`config.mk`:
```
export PLATFORM = sky130hd
export DESIGN_NAME = integer_to_roman_encoder
export DESIGN_NICKNAME = d
export VERILOG_FILES = /design/src/rtl/i2r_pkg.sv /design/src/rtl/integer_to_roman_encoder.sv /design/src/rtl/i2r_unit.sv /design/src/rtl/i2r_seq.sv
export SDC_FILE = /design/constraint.sdc
export NUM_CORES = 1
export LEC_CHECK = 0
export BUFFER_PORTS_ARGS = -buffer_cell sky130_fd_sc_hd__buf_4
export CAP_MARGIN = 20
export CELL_PAD_IN_SITES_DETAIL_PLACEMENT = 1
export CELL_PAD_IN_SITES_GLOBAL_PLACEMENT = 2
export CORE_UTILIZATION = 36
export CTS_CLUSTER_SIZE = 30
export DETAILED_ROUTE_END_ITERATION = 7
export GPL_TIMING_DRIVEN = 0
export PLACE_DENSITY = 0.82
export SLEW_MARGIN = 20
export SYNTH_ARGS = -nofsm -noshare
export SYNTH_HDL_FRONTEND = slang
export SYNTH_SLANG_ARGS = --single-unit
```
`constraint.sdc`:
```
create_clock -name clk -period 6.7 [get_ports clk]
set_input_delay 0.335 -clock clk [delete_from_list [all_inputs] [get_ports clk]]
set_output_delay 0.335 -clock clk [all_outputs]
set_load 0.02 [all_outputs]
```
`src/rtl/i2r_pkg.sv`:
```
// ----------------------------------------------------------------------------
// i2r_pkg - shared types and tables of the integer-to-Roman encoder
// Symbol table of the greedy encoder, sequencer states and the structs that
// pass between the sequencer and the shared compare/subtract unit.
// ----------------------------------------------------------------------------
package i2r_pkg;

    localparam int unsigned VALUE_W = 13;
    localparam int unsigned SYM_W   = 7;
    localparam int unsigned IDX_W   = 4;
    localparam int unsigned STEP_W  = 10;

    localparam logic [VALUE_W-1:0] MAX_VALUE = 13'd4999;
    localparam logic [IDX_W-1:0]   LAST_IDX  = 4'd12;

    // ASCII codes of the Roman digits
    localparam logic [SYM_W-1:0] SYM_M    = 7'h4D;
    localparam logic [SYM_W-1:0] SYM_D    = 7'h44;
    localparam logic [SYM_W-1:0] SYM_C    = 7'h43;
    localparam logic [SYM_W-1:0] SYM_L    = 7'h4C;
    localparam logic [SYM_W-1:0] SYM_X    = 7'h58;
    localparam logic [SYM_W-1:0] SYM_V    = 7'h56;
    localparam logic [SYM_W-1:0] SYM_I    = 7'h49;
    localparam logic [SYM_W-1:0] SYM_NONE = 7'h00;

    typedef enum logic [1:0] {
        ST_IDLE,
        ST_RUN,
        ST_ERR
    } seq_state_t;

    // One row of the greedy table: weight, leading symbol, trailing symbol
    // of a subtractive pair, and whether the row is a pair.
    typedef struct packed {
        logic [STEP_W-1:0] weight;
        logic [SYM_W-1:0]  sym_first;
        logic [SYM_W-1:0]  sym_second;
        logic              pair;
    } step_row_t;

    // Request to the shared unit
    typedef struct packed {
        logic [VALUE_W-1:0] remain;
        logic [IDX_W-1:0]   idx;
    } unit_req_t;

    // Answer of the shared unit
    typedef struct packed {
        logic               fits;
        logic [VALUE_W-1:0] diff;
        logic               diff_zero;
        logic [SYM_W-1:0]   sym_first;
        logic [SYM_W-1:0]   sym_second;
        logic               pair;
    } unit_rsp_t;

    function automatic step_row_t step_row(input logic [IDX_W-1:0] idx);
        step_row_t row;
        unique case (idx)
            4'd0:    row = '{10'd1000, SYM_M, SYM_NONE, 1'b0};
            4'd1:    row = '{10'd900,  SYM_C, SYM_M,    1'b1};
            4'd2:    row = '{10'd500,  SYM_D, SYM_NONE, 1'b0};
            4'd3:    row = '{10'd400,  SYM_C, SYM_D,    1'b1};
            4'd4:    row = '{10'd100,  SYM_C, SYM_NONE, 1'b0};
            4'd5:    row = '{10'd90,   SYM_X, SYM_C,    1'b1};
            4'd6:    row = '{10'd50,   SYM_L, SYM_NONE, 1'b0};
            4'd7:    row = '{10'd40,   SYM_X, SYM_L,    1'b1};
            4'd8:    row = '{10'd10,   SYM_X, SYM_NONE, 1'b0};
            4'd9:    row = '{10'd9,    SYM_I, SYM_X,    1'b1};
            4'd10:   row = '{10'd5,    SYM_V, SYM_NONE, 1'b0};
            4'd11:   row = '{10'd4,    SYM_I, SYM_V,    1'b1};
            default: row = '{10'd1,    SYM_I, SYM_NONE, 1'b0};
        endcase
        return row;
    endfunction

endpackage

```
`src/rtl/integer_to_roman_encoder.sv`:
```
// ----------------------------------------------------------------------------
// integer_to_roman_encoder - binary value to Roman numeral symbol stream
// Converts each request value into ASCII Roman symbols, most significant
// first, with tlast on the final symbol of the run.
// ----------------------------------------------------------------------------
// Usage
//   Slave side takes one request per value (tdata[12:0]). Master side gives
//   one request per symbol: tdata[6:0] is the ASCII code, tlast marks the
//   final symbol of a run, tuser flags an out-of-range value (0 or above
//   4999), which yields a single request with symbol 0, tlast and tuser set.
//   Symbols follow the greedy table M, CM, D, CD, C, XC, L, XL, X, IX, V,
//   IV, I, walked one step a cycle by a single shared compare/subtract unit
//   while the receiver does not stall: each such cycle either emits one
//   symbol or moves to the next table row, so each row skipped delays the
//   next symbol. Later symbols follow one a cycle with no stall when no row
//   is skipped between them. A run makes up to twelve row advances besides
//   its symbols; the longest run (4888) is 16 symbols. s_axis_tready is
//   high only while idle.
//   When the receiver stalls, the symbol in the output register holds and
//   the sequencer waits. Reset drops any run in progress, empties the
//   output register and returns the block to idle.
// ----------------------------------------------------------------------------
module integer_to_roman_encoder (
    input  logic        clk,
    input  logic        rst_n,
    input  logic        s_axis_tvalid,
    output logic        s_axis_tready,
    input  logic [15:0] s_axis_tdata,   // [12:0] value, [15:13] zero
    output logic        m_axis_tvalid,
    input  logic        m_axis_tready,
    output logic [7:0]  m_axis_tdata,   // [6:0] symbol, [7] zero
    output logic        m_axis_tlast,
    output logic        m_axis_tuser    // [0] error
);

    i2r_pkg::unit_req_t           unit_req;
    i2r_pkg::unit_rsp_t           unit_rsp;
    logic [i2r_pkg::SYM_W-1:0]    symbol;

    // shared compare/subtract unit
    i2r_unit u_unit (
        .req (unit_req),
        .rsp (unit_rsp)
    );

    // sequencer, holds the run state and the output register
    i2r_seq u_seq (
        .clk        (clk),
        .rst_n      (rst_n),
        .in_valid   (s_axis_tvalid),
        .in_ready   (s_axis_tready),
        .in_value   (s_axis_tdata[i2r_pkg::VALUE_W-1:0]),
        .unit_req   (unit_req),
        .unit_rsp   (unit_rsp),
        .out_valid  (m_axis_tvalid),
        .out_ready  (m_axis_tready),
        .out_symbol (symbol),
        .out_last   (m_axis_tlast),
        .out_error  (m_axis_tuser)
    );

    // pad the symbol to a whole byte
    assign m_axis_tdata = {1'b0, symbol};

endmodule

```
`src/rtl/i2r_unit.sv`:
```
// ----------------------------------------------------------------------------
// i2r_unit - shared compare/subtract unit
// Looks up the current table row and compares and subtracts its weight
// from the remaining value.
// ----------------------------------------------------------------------------
module i2r_unit (
    input  i2r_pkg::unit_req_t req,
    output i2r_pkg::unit_rsp_t rsp
);

    i2r_pkg::step_row_t             row;
    logic [i2r_pkg::VALUE_W-1:0]    weight_ext;
    logic [i2r_pkg::VALUE_W:0]      sub;

    always_comb
    begin
        row        = i2r_pkg::step_row(req.idx);
        weight_ext = {{(i2r_pkg::VALUE_W - i2r_pkg::STEP_W){1'b0}}, row.weight};
        sub        = {1'b0, req.remain} - {1'b0, weight_ext};

        rsp.fits       = ~sub[i2r_pkg::VALUE_W];
        rsp.diff       = sub[i2r_pkg::VALUE_W-1:0];
        rsp.diff_zero  = (sub[i2r_pkg::VALUE_W-1:0] == '0);
        rsp.sym_first  = row.sym_first;
        rsp.sym_second = row.sym_second;
        rsp.pair       = row.pair;
    end

endmodule

```
`src/rtl/i2r_seq.sv`:
```
// ----------------------------------------------------------------------------
// i2r_seq - encoder sequencer and output register
// Walks the greedy table one step a cycle (waiting while the receiver stalls)
// via the shared unit; holds each symbol in the output register till taken.
// ----------------------------------------------------------------------------
module i2r_seq (
    input  logic                           clk,
    input  logic                           rst_n,
    input  logic                           in_valid,
    output logic                           in_ready,
    input  logic [i2r_pkg::VALUE_W-1:0]    in_value,
    output i2r_pkg::unit_req_t             unit_req,
    input  i2r_pkg::unit_rsp_t             unit_rsp,
    output logic                           out_valid,
    input  logic                           out_ready,
    output logic [i2r_pkg::SYM_W-1:0]      out_symbol,
    output logic                           out_last,
    output logic                           out_error
);

    i2r_pkg::seq_state_t state_reg, state_next;

    logic [i2r_pkg::VALUE_W-1:0] remain_reg, remain_next;
    logic [i2r_pkg::IDX_W-1:0]   idx_reg, idx_next;
    logic                        half_reg, half_next;

    logic                        ovalid_reg, ovalid_next;
    logic [i2r_pkg::SYM_W-1:0]   osym_reg, osym_next;
    logic                        olast_reg, olast_next;
    logic                        oerr_reg, oerr_next;

    logic accept;
    logic bad_value;
    logic slot_free;
    logic emit;
    logic emit_last;
    logic [i2r_pkg::SYM_W-1:0] emit_sym;

    assign accept    = in_valid && in_ready;
    assign bad_value = (in_value == '0) || (in_value > i2r_pkg::MAX_VALUE);
    assign slot_free = !ovalid_reg || out_ready;

    assign unit_req.remain = remain_reg;
    assign unit_req.idx    = idx_reg;

    // next state
    always_comb
    begin
        state_next = state_reg;
        unique case (state_reg)
            i2r_pkg::ST_IDLE:
            begin
                if (in_valid)
                begin
                    state_next = bad_value ? i2r_pkg::ST_ERR : i2r_pkg::ST_RUN;
                end
            end
            i2r_pkg::ST_RUN:
            begin
                if (emit && emit_last)
                begin
                    state_next = i2r_pkg::ST_IDLE;
                end
            end
            i2r_pkg::ST_ERR:
            begin
                if (slot_free)
                begin
                    state_next = i2r_pkg::ST_IDLE;
                end
            end
            default: state_next = i2r_pkg::ST_IDLE;
        endcase
    end

    // outputs and datapath
    always_comb
    begin
        in_ready    = 1'b0;
        emit        = 1'b0;
        emit_last   = 1'b0;
        emit_sym    = i2r_pkg::SYM_NONE;
        remain_next = remain_reg;
        idx_next    = idx_reg;
        half_next   = half_reg;
        unique case (state_reg)
            i2r_pkg::ST_IDLE:
            begin
                in_ready = 1'b1;
                if (accept)
                begin
                    remain_next = in_value;
                    idx_next    = '0;
                    half_next   = 1'b0;
                end
            end
            i2r_pkg::ST_RUN:
            begin
                if (slot_free)
                begin
                    priority if (half_reg)
                    begin
                        // trailing symbol of a pair: retire its weight
                        emit        = 1'b1;
                        emit_sym    = unit_rsp.sym_second;
                        emit_last   = unit_rsp.diff_zero;
                        remain_next = unit_rsp.diff;
                        half_next   = 1'b0;
                    end
                    else if (unit_rsp.fits)
                    begin
                        emit     = 1'b1;
                        emit_sym = unit_rsp.sym_first;
                        if (unit_rsp.pair)
                        begin
                            half_next = 1'b1;
                        end
                        else
                        begin
                            emit_last   = unit_rsp.diff_zero;
                            remain_next = unit_rsp.diff;
                        end
                    end
                    else if (idx_reg != i2r_pkg::LAST_IDX)
                    begin
                        idx_next = idx_reg + 1'b1;
                    end
                end
            end
            i2r_pkg::ST_ERR:
            begin
                emit      = slot_free;
                emit_last = 1'b1;
            end
            default:
            begin
                in_ready = 1'b0;
            end
        endcase
    end

    // output register
    always_comb
    begin
        ovalid_next = ovalid_reg;
        osym_next   = osym_reg;
        olast_next  = olast_reg;
        oerr_next   = oerr_reg;
        if (out_ready)
        begin
            ovalid_next = 1'b0;
        end
        if (emit)
        begin
            ovalid_next = 1'b1;
            osym_next   = emit_sym;
            olast_next  = emit_last;
            oerr_next   = (state_reg == i2r_pkg::ST_ERR);
        end
    end

    always_ff @(posedge clk or negedge rst_n)
    begin
        if (!rst_n)
        begin
            state_reg  <= i2r_pkg::ST_IDLE;
            ovalid_reg <= 1'b0;
            half_reg   <= 1'b0;
            idx_reg    <= '0;
            remain_reg <= '0;
        end
        else
        begin
            state_reg  <= state_next;
            ovalid_reg <= ovalid_next;
            half_reg   <= half_next;
            idx_reg    <= idx_next;
            remain_reg <= remain_next;
        end
    end

    always_ff @(posedge clk)
    begin
        osym_reg  <= osym_next;
        olast_reg <= olast_next;
        oerr_reg  <= oerr_next;
    end

    assign out_valid  = ovalid_reg;
    assign out_symbol = osym_reg;
    assign out_last   = olast_reg;
    assign out_error  = oerr_reg;

endmodule
```
# ---- Word level (Yosys, flattened, before mapping)
# Memory sizes are Yosys's and may differ from the RTL's.
# Index checks and enable logic that the tools add are counted.
dict set report totals {
  ff_bits 30
  rom_bits 352
  inputBits 20
  elab_cells 77
  mem_count 1
}
dict set report op_classes {
  n_addsub 2
  order_cmp 1
  eq_ne 13
  mux 37
  reduce_logical 15
}
# memory words word_bits read_ports rd_ports_with_merged_regs wr line_no
set memory_table {}
lappend memory_table {{(no name shown)} 16 22 1 0 0 i2r_pkg.sv:59} ;# unique case (idx)
# cell count
set op_table {}
lappend op_table {{13-bit 2-to-1 mux} 5}
lappend op_table {{13-bit zero test} 2}
lappend op_table {{13-bit one-hot mux with 2 select lines} 1}
lappend op_table {{4-bit 2-to-1 mux} 5}
lappend op_table {{1-bit 2-to-1 mux} 15}
lappend op_table {{7-bit 2-to-1 mux} 2}
lappend op_table {{13-bit by 10-bit subtractor with 14-bit output} 1}
lappend op_table {{13-bit greater-than comparator (second input constant)} 1}
lappend op_table {{2-bit by 1-bit inequality test with 1-bit output (second input constant)} 5}
lappend op_table {{2-bit 2-to-1 mux} 4}
lappend op_table {{4-bit one-hot mux with 2 select lines} 1}
lappend op_table {{2-bit inequality test (second input constant)} 3}
lappend op_table {{3-bit by 2-bit inequality test with 1-bit output (second input constant)} 2}
lappend op_table {{1-bit one-hot mux with 2 select lines} 3}
lappend op_table {{2-bit one-hot mux with 3 select lines} 1}
lappend op_table {{3-bit AND reduction} 2}
lappend op_table {{6-bit AND reduction} 1}
lappend op_table {{5-bit AND reduction} 1}
lappend op_table {{4-bit by 1-bit adder with 4-bit output (second input constant)} 1}
lappend op_table {{4-bit inequality test (second input constant)} 1}
lappend op_table {{2-bit nonzero test} 2}
lappend op_table {{2-bit by 1-bit == test with 1-bit output (second input constant)} 1}
lappend op_table {{2-bit == test (second input constant)} 1}
lappend op_table {{1-bit logical AND} 2}
lappend op_table {{4 further kinds} 5}

# ---- Logic depth before layout (Yosys ltp)
# An unclocked memory read counts as a cell.
dict set report depth {
  depth_word 11
  depth_mapped 17
  ltp_nobuf 15
}

# ---- By module
# A second synthesis with hierarchy kept.
dict set report unflattened {
  hier_cells 303
  area_unflattened_um2 2621.3
}
# module instances cells_per_inst area_per_inst_um2 seq_area_each_um2
set modules_own_cells {}
lappend modules_own_cells {i2r_seq 1 153 1612.8 795.8}
lappend modules_own_cells {i2r_unit 1 148 997.2 0.0}
lappend modules_own_cells {integer_to_roman_encoder 1 2 11.3 0.0}

# ---- Least setup slack after synthesis
# OpenSTA, ideal clock, no wires.
dict set report synth_path {
  path_type {register to register}
  start {register u_seq.idx_reg[0] in the netlist's numbering}
  end {register u_seq.state_reg[0]}
  setup_time_ns 0.121
  arrival_time_ns 3.946
  required_time_ns 6.579
  setup_slack_ns 2.633
  path_stages_with_launch 17
  path_buffers 2
  period_less_slack_ns 4.067
  cell_sequence {dfrtp_1 clkbuf_1 inv_1 ha_1 nor2b_1 a22o_1 inv_1 ha_1 nor2b_1 o221ai_1 a21o_1 o211a_1 buf_6 a2111o_1 or3_1 a311o_1 a22o_1}
}
dict set report synth_via {
  elab_chain_cells 11
  word_cells_on_any_way 15
}
# element line_no
set synth_lines {}
lappend synth_lines {{from (decl)} i2r_seq.sv:24} ;# logic [i2r_pkg::IDX_W-1:0] idx_reg, idx_next;
lappend synth_lines {{from (signal assigned)} i2r_seq.sv:177} ;# idx_reg <= idx_next;
lappend synth_lines {{memory read 16 x 22 bit (*)} -}
lappend synth_lines {{13-bit by 10-bit subtractor with 14-bit output} i2r_unit.sv:19} ;# sub = {1'b0, req.remain} - {1'b0, weight_ext};
lappend synth_lines {{13-bit zero test} i2r_unit.sv:23} ;# rsp.diff_zero = (sub[i2r_pkg::VALUE_W-1:0] == '0);
lappend synth_lines {{1-bit 2-to-1 mux} i2r_seq.sv:114} ;# if (unit_rsp.pair)
lappend synth_lines {{1-bit 2-to-1 mux} i2r_seq.sv:110} ;# else if (unit_rsp.fits)
lappend synth_lines {{1-bit 2-to-1 mux} i2r_seq.sv:101} ;# priority if (half_reg)
lappend synth_lines {{1-bit 2-to-1 mux} i2r_seq.sv:99} ;# if (slot_free)
lappend synth_lines {{1-bit one-hot mux with 2 select lines} i2r_seq.sv:86} ;# unique case (state_reg)
lappend synth_lines {{1-bit logical AND (*)} i2r_seq.sv:60} ;# if (emit && emit_last)
lappend synth_lines {{2-bit by 1-bit inequality test with 1-bit output (no line) (*)} -}
lappend synth_lines {{3-bit AND reduction (no line) (*)} -}
lappend synth_lines {{to (signal assigned)} i2r_seq.sv:166} ;# state_reg <= i2r_pkg::ST_IDLE;
lappend synth_lines {{to (signal assigned)} i2r_seq.sv:174} ;# state_reg <= state_next;
lappend synth_lines {{to (decl)} i2r_seq.sv:21} ;# i2r_pkg::seq_state_t state_reg, state_next;
# Mark *: on every way between the ends. The rest lies on a longest branch, timed or not.
# A chain may end at the register's enable or synchronous reset.

# ---- Final worst setup path
# Ends and elaborated chain as after synthesis.

==> key figures <==
Outcome
  – Status: finished, final reports clean

Worst setup path
  – Crit path DAT: between 4 and 5 ns
  – Crit-path max FO: 10
  – Element type at the critical path end: register
  – Worst setup SP type: register
  – Critical setup path kind: register to register
  – Worst Path Required: ~6.9 ns

Routing
  – DRC: 0
  – Met2 WL: 3710 µm
  – Drt pass-1 iters: 4
  – Detailed Route WL: 7650 µm
  – Top Layer Used: met4
  – Initial drt markers: 80
  – Antenna-violating nets left: 0
  – Via count: 2419
  – Via density per instance: 5.69
  – Routed length on met1: 3640 µm
  – Routed wl met3: 115 µm
  – Routed WL per cell: 18.0 µm

CTS
  – Max clock buf depth: 2
  – CTS tree: built
  – Clk slew on worst S/H paths: 0.08 ns
  – Sink Count: 29
  – Clock latency on the worst-skew pair: 0.29 ns
  – Clock buffer count from CTS: 5
  – CTS-repair resized insts: 0
  – H-tree levels: 2
  – Clock root cell: clkbuf_8
  – Post-CTS Setup Inserts: 0

Pwr
  – Peak supply drop: between 0.0002 and 0.00025 V
  – Pwr per Cell Area: 441 nW/µm²
  – Leak pwr: between 0.001 and 0.0015 µW

Floorplanning
  – Io pins: 32
  – Die Y: 85.1 µm
  – Die ar.: 7250 µm²
  – Die X: roughly 85 µm
  – Core area: between 6000 and 7000 µm²
  – Initial Util: 38.3%
  – Row cnt: 29

Placement
  – Placed cells: 416
  – Buffers added on ports: 26
  – GPL Wtd Cong: 0.831
  – DP Wirelength: around 6100 µm

Finish
  – Nets: 387
  – Antenna diodes: 0
  – Syn-to-layout area delta: 15.7%
  – Fin cells: 425
  – Layout cells sized above 1: 11.5%
  – Number of flip-flops in the largest register: 13

Synthesis
  – Ys flop type: dfrtp_1
  – Post-synth EDFFs: 8
  – Post-Syn Instances: 312
  – Synth Register Bits: 29
  – Yosys cell types: 56
  – Synth Area per Inst: 7.98 µm²
  – Mapped Area: 2490 µm²
  – Synth warn: 0
  – Synth async-reset ratio: 72.4%
  – Post-synthesis sequential area ratio: 30.8%

Timing
  – Worst slew margin: between 50 and 60%
  – RSZ-0062 raised after global routing: false
  – Worst-margin pin slew: 0.723 ns
  – Peak Freq: 208 MHz
  – Count of final hold-check violations: 0
  – Max Slew Vio Count: 0
  – Final setup TNS: 0 ns
  – Tcrit/Tclk final: a little under three quarters
  – Final setup viols: 0
  – Clock Skews: ~0.0079 ns
  – Minimum clock period: 4.81 ns

Global routing
  – Number of global-route vias before repair: 2505
  – GRT overflow: 0
  – Global-route wire length before repair: 12800 µm
  – Initial antenna violation count: 0
  – Total GRT Usage: 22.7%
  – Largest net degree at the start of global routing: 22

Min path
  – Worst hold path class: primary input to register

Job
  – MaxCap Viol Count: 0
==> final timing paths <==
path                                                  from                          endpoint  slack (ns)  cells past startpoint
setup reg to reg              u_seq.idx_reg[0]$_DFFE_PN0P_    u_seq.state_reg[0]$_DFFE_PN0P_        1.89                     16
min in group asynchronous                            rst_n   u_seq.remain_reg[0]$_DFFE_PN0P_        0.49                      2
max in group asynchronous                            rst_n       u_seq.out_valid$_DFFE_PN0P_        5.96                      2
hold reg to reg            u_seq.remain_reg[6]$_DFFE_PN0P_   u_seq.remain_reg[6]$_DFFE_PN0P_        0.52                      1
hold / removal                            s_axis_tdata[11]  u_seq.remain_reg[11]$_DFFE_PN0P_        0.32                      3
setup / recovery              u_seq.idx_reg[0]$_DFFE_PN0P_    u_seq.state_reg[0]$_DFFE_PN0P_        1.89                     16
==> metal layers <==
metal,GRT usage (%),up-vias
met4,6.93,0
met3,2.14,12
met1,29.5,1176
met2,39.7,29
li1,-,1202
met5,0,-
==> critical path, stage by stage (launching register included) <==
cell and delay, ns:
dfrtp_1 0.39, clkbuf_1 0.38, inv_1 0.23, ha_1 0.38, nor2b_1 0.18, a22o_1 0.25
inv_1 0.07, ha_1 0.27, nor2b_1 0.23, o221ai_1 0.23, a21o_1 0.26, o211a_1 0.27
buf_6 0.15, a2111o_1 0.41, or3_1 0.41, a311o_1 0.38, a22o_1 0.18
==> cell type report <==
type	count	area [µm²]
Clock buffer	5	68.8
Tap cell	77	96.3
Multi-Input combinational cell	250	1580
Clock inverter	3	17.5
Timing Repair Buffer	27	205
Sequential cell	29	766
Fill cell	803	3610
Buffer	16	75.1
Inverter	18	67.6
==> through the flow <==
| step | setup slack (ns) | hold WS, ns | total power (µW) | util (%) | area, µm² |
|---|---|---|---|---|---|
| finish | 1.89 | 0.316 | 1270 | 44.3 | 2880 |
| global route | 1.56 | 0.343 | 1390 | 44.3 | 2880 |
| global placement | 2.06 | 0.255 | 1100 | 42.9 | 2780 |
| floorplan | 2.63 | 0.0394 | 893 | - | 2490 |
| CTS | 1.90 | 0.305 | 1280 | 44.3 | 2880 |
| detailed placement | 1.92 | 0.259 | 1130 | 42.9 | 2780 |
==> layout by cell type, fill, tap and decap left out, types with 3 or more instances in the layout <==
cell type	count
a22o_1	4
o21ai_0	24
and2_1	3
o21a_1	3
buf_4	28
mux2i_1	6
mux2_2	3
xor2_1	3
or3_1	4
o22ai_1	5
nor3_1	7
clkbuf_1	12
inv_1	16
a31oi_1	4
clkbuf_8	5
o211ai_1	4
nor4_1	5
ha_1	19
edfxtp_1	8
dfrtp_1	21
nor2b_1	5
nand2_1	32
nand3_1	14
a21oi_1	30
nor2_1	30
o31ai_1	4
xnor2_1	5
==> synth_stat cells, types with 6 or more instances <==
cell       n  area [µm²]
dfrtp_1   21         526
edfxtp_1   8         240
mux2i_1    6        60.1
nand2_1   32         120
clkbuf_1  12        45.0
nor2_1    30         113
ha_1      19         238
nand3_1   14        70.1
inv_1     16        60.1
a21oi_1   30         150
nor3_1     7        35.0
o21ai_0   24         120
==> repair_timing <==
| action | in CTS | in global routing |
|---|---|---|
| hold buffers | 1 | 0 |
| setup endpoints to repair | 0 | 0 |
| hold endpoints to repair | 21 | 0 |
==> kinds of logic (layout without fill, tap and decap cells) <==
group	Yosys count	after routing	synth area share (%)
AOI/OAI and AO/OA	99	99	25.1
xor gates and xnor gates	8	8	2.82
adders and majority gates	20	20	10.4
buffers and inverters	34	69	5.73
DFF	29	29	30.8
muxes	9	9	3.77
other	1	2	0.151
and+or+nand+nor	112	112	21.3
==> power breakdown <==
group | switching, µW | internal (µW)
registers | 44.6 | 261
clock network | 77.7 | 71.7
logic | 501 | 314
total | 624 | 646
Power figures use the tool's default switching activity.
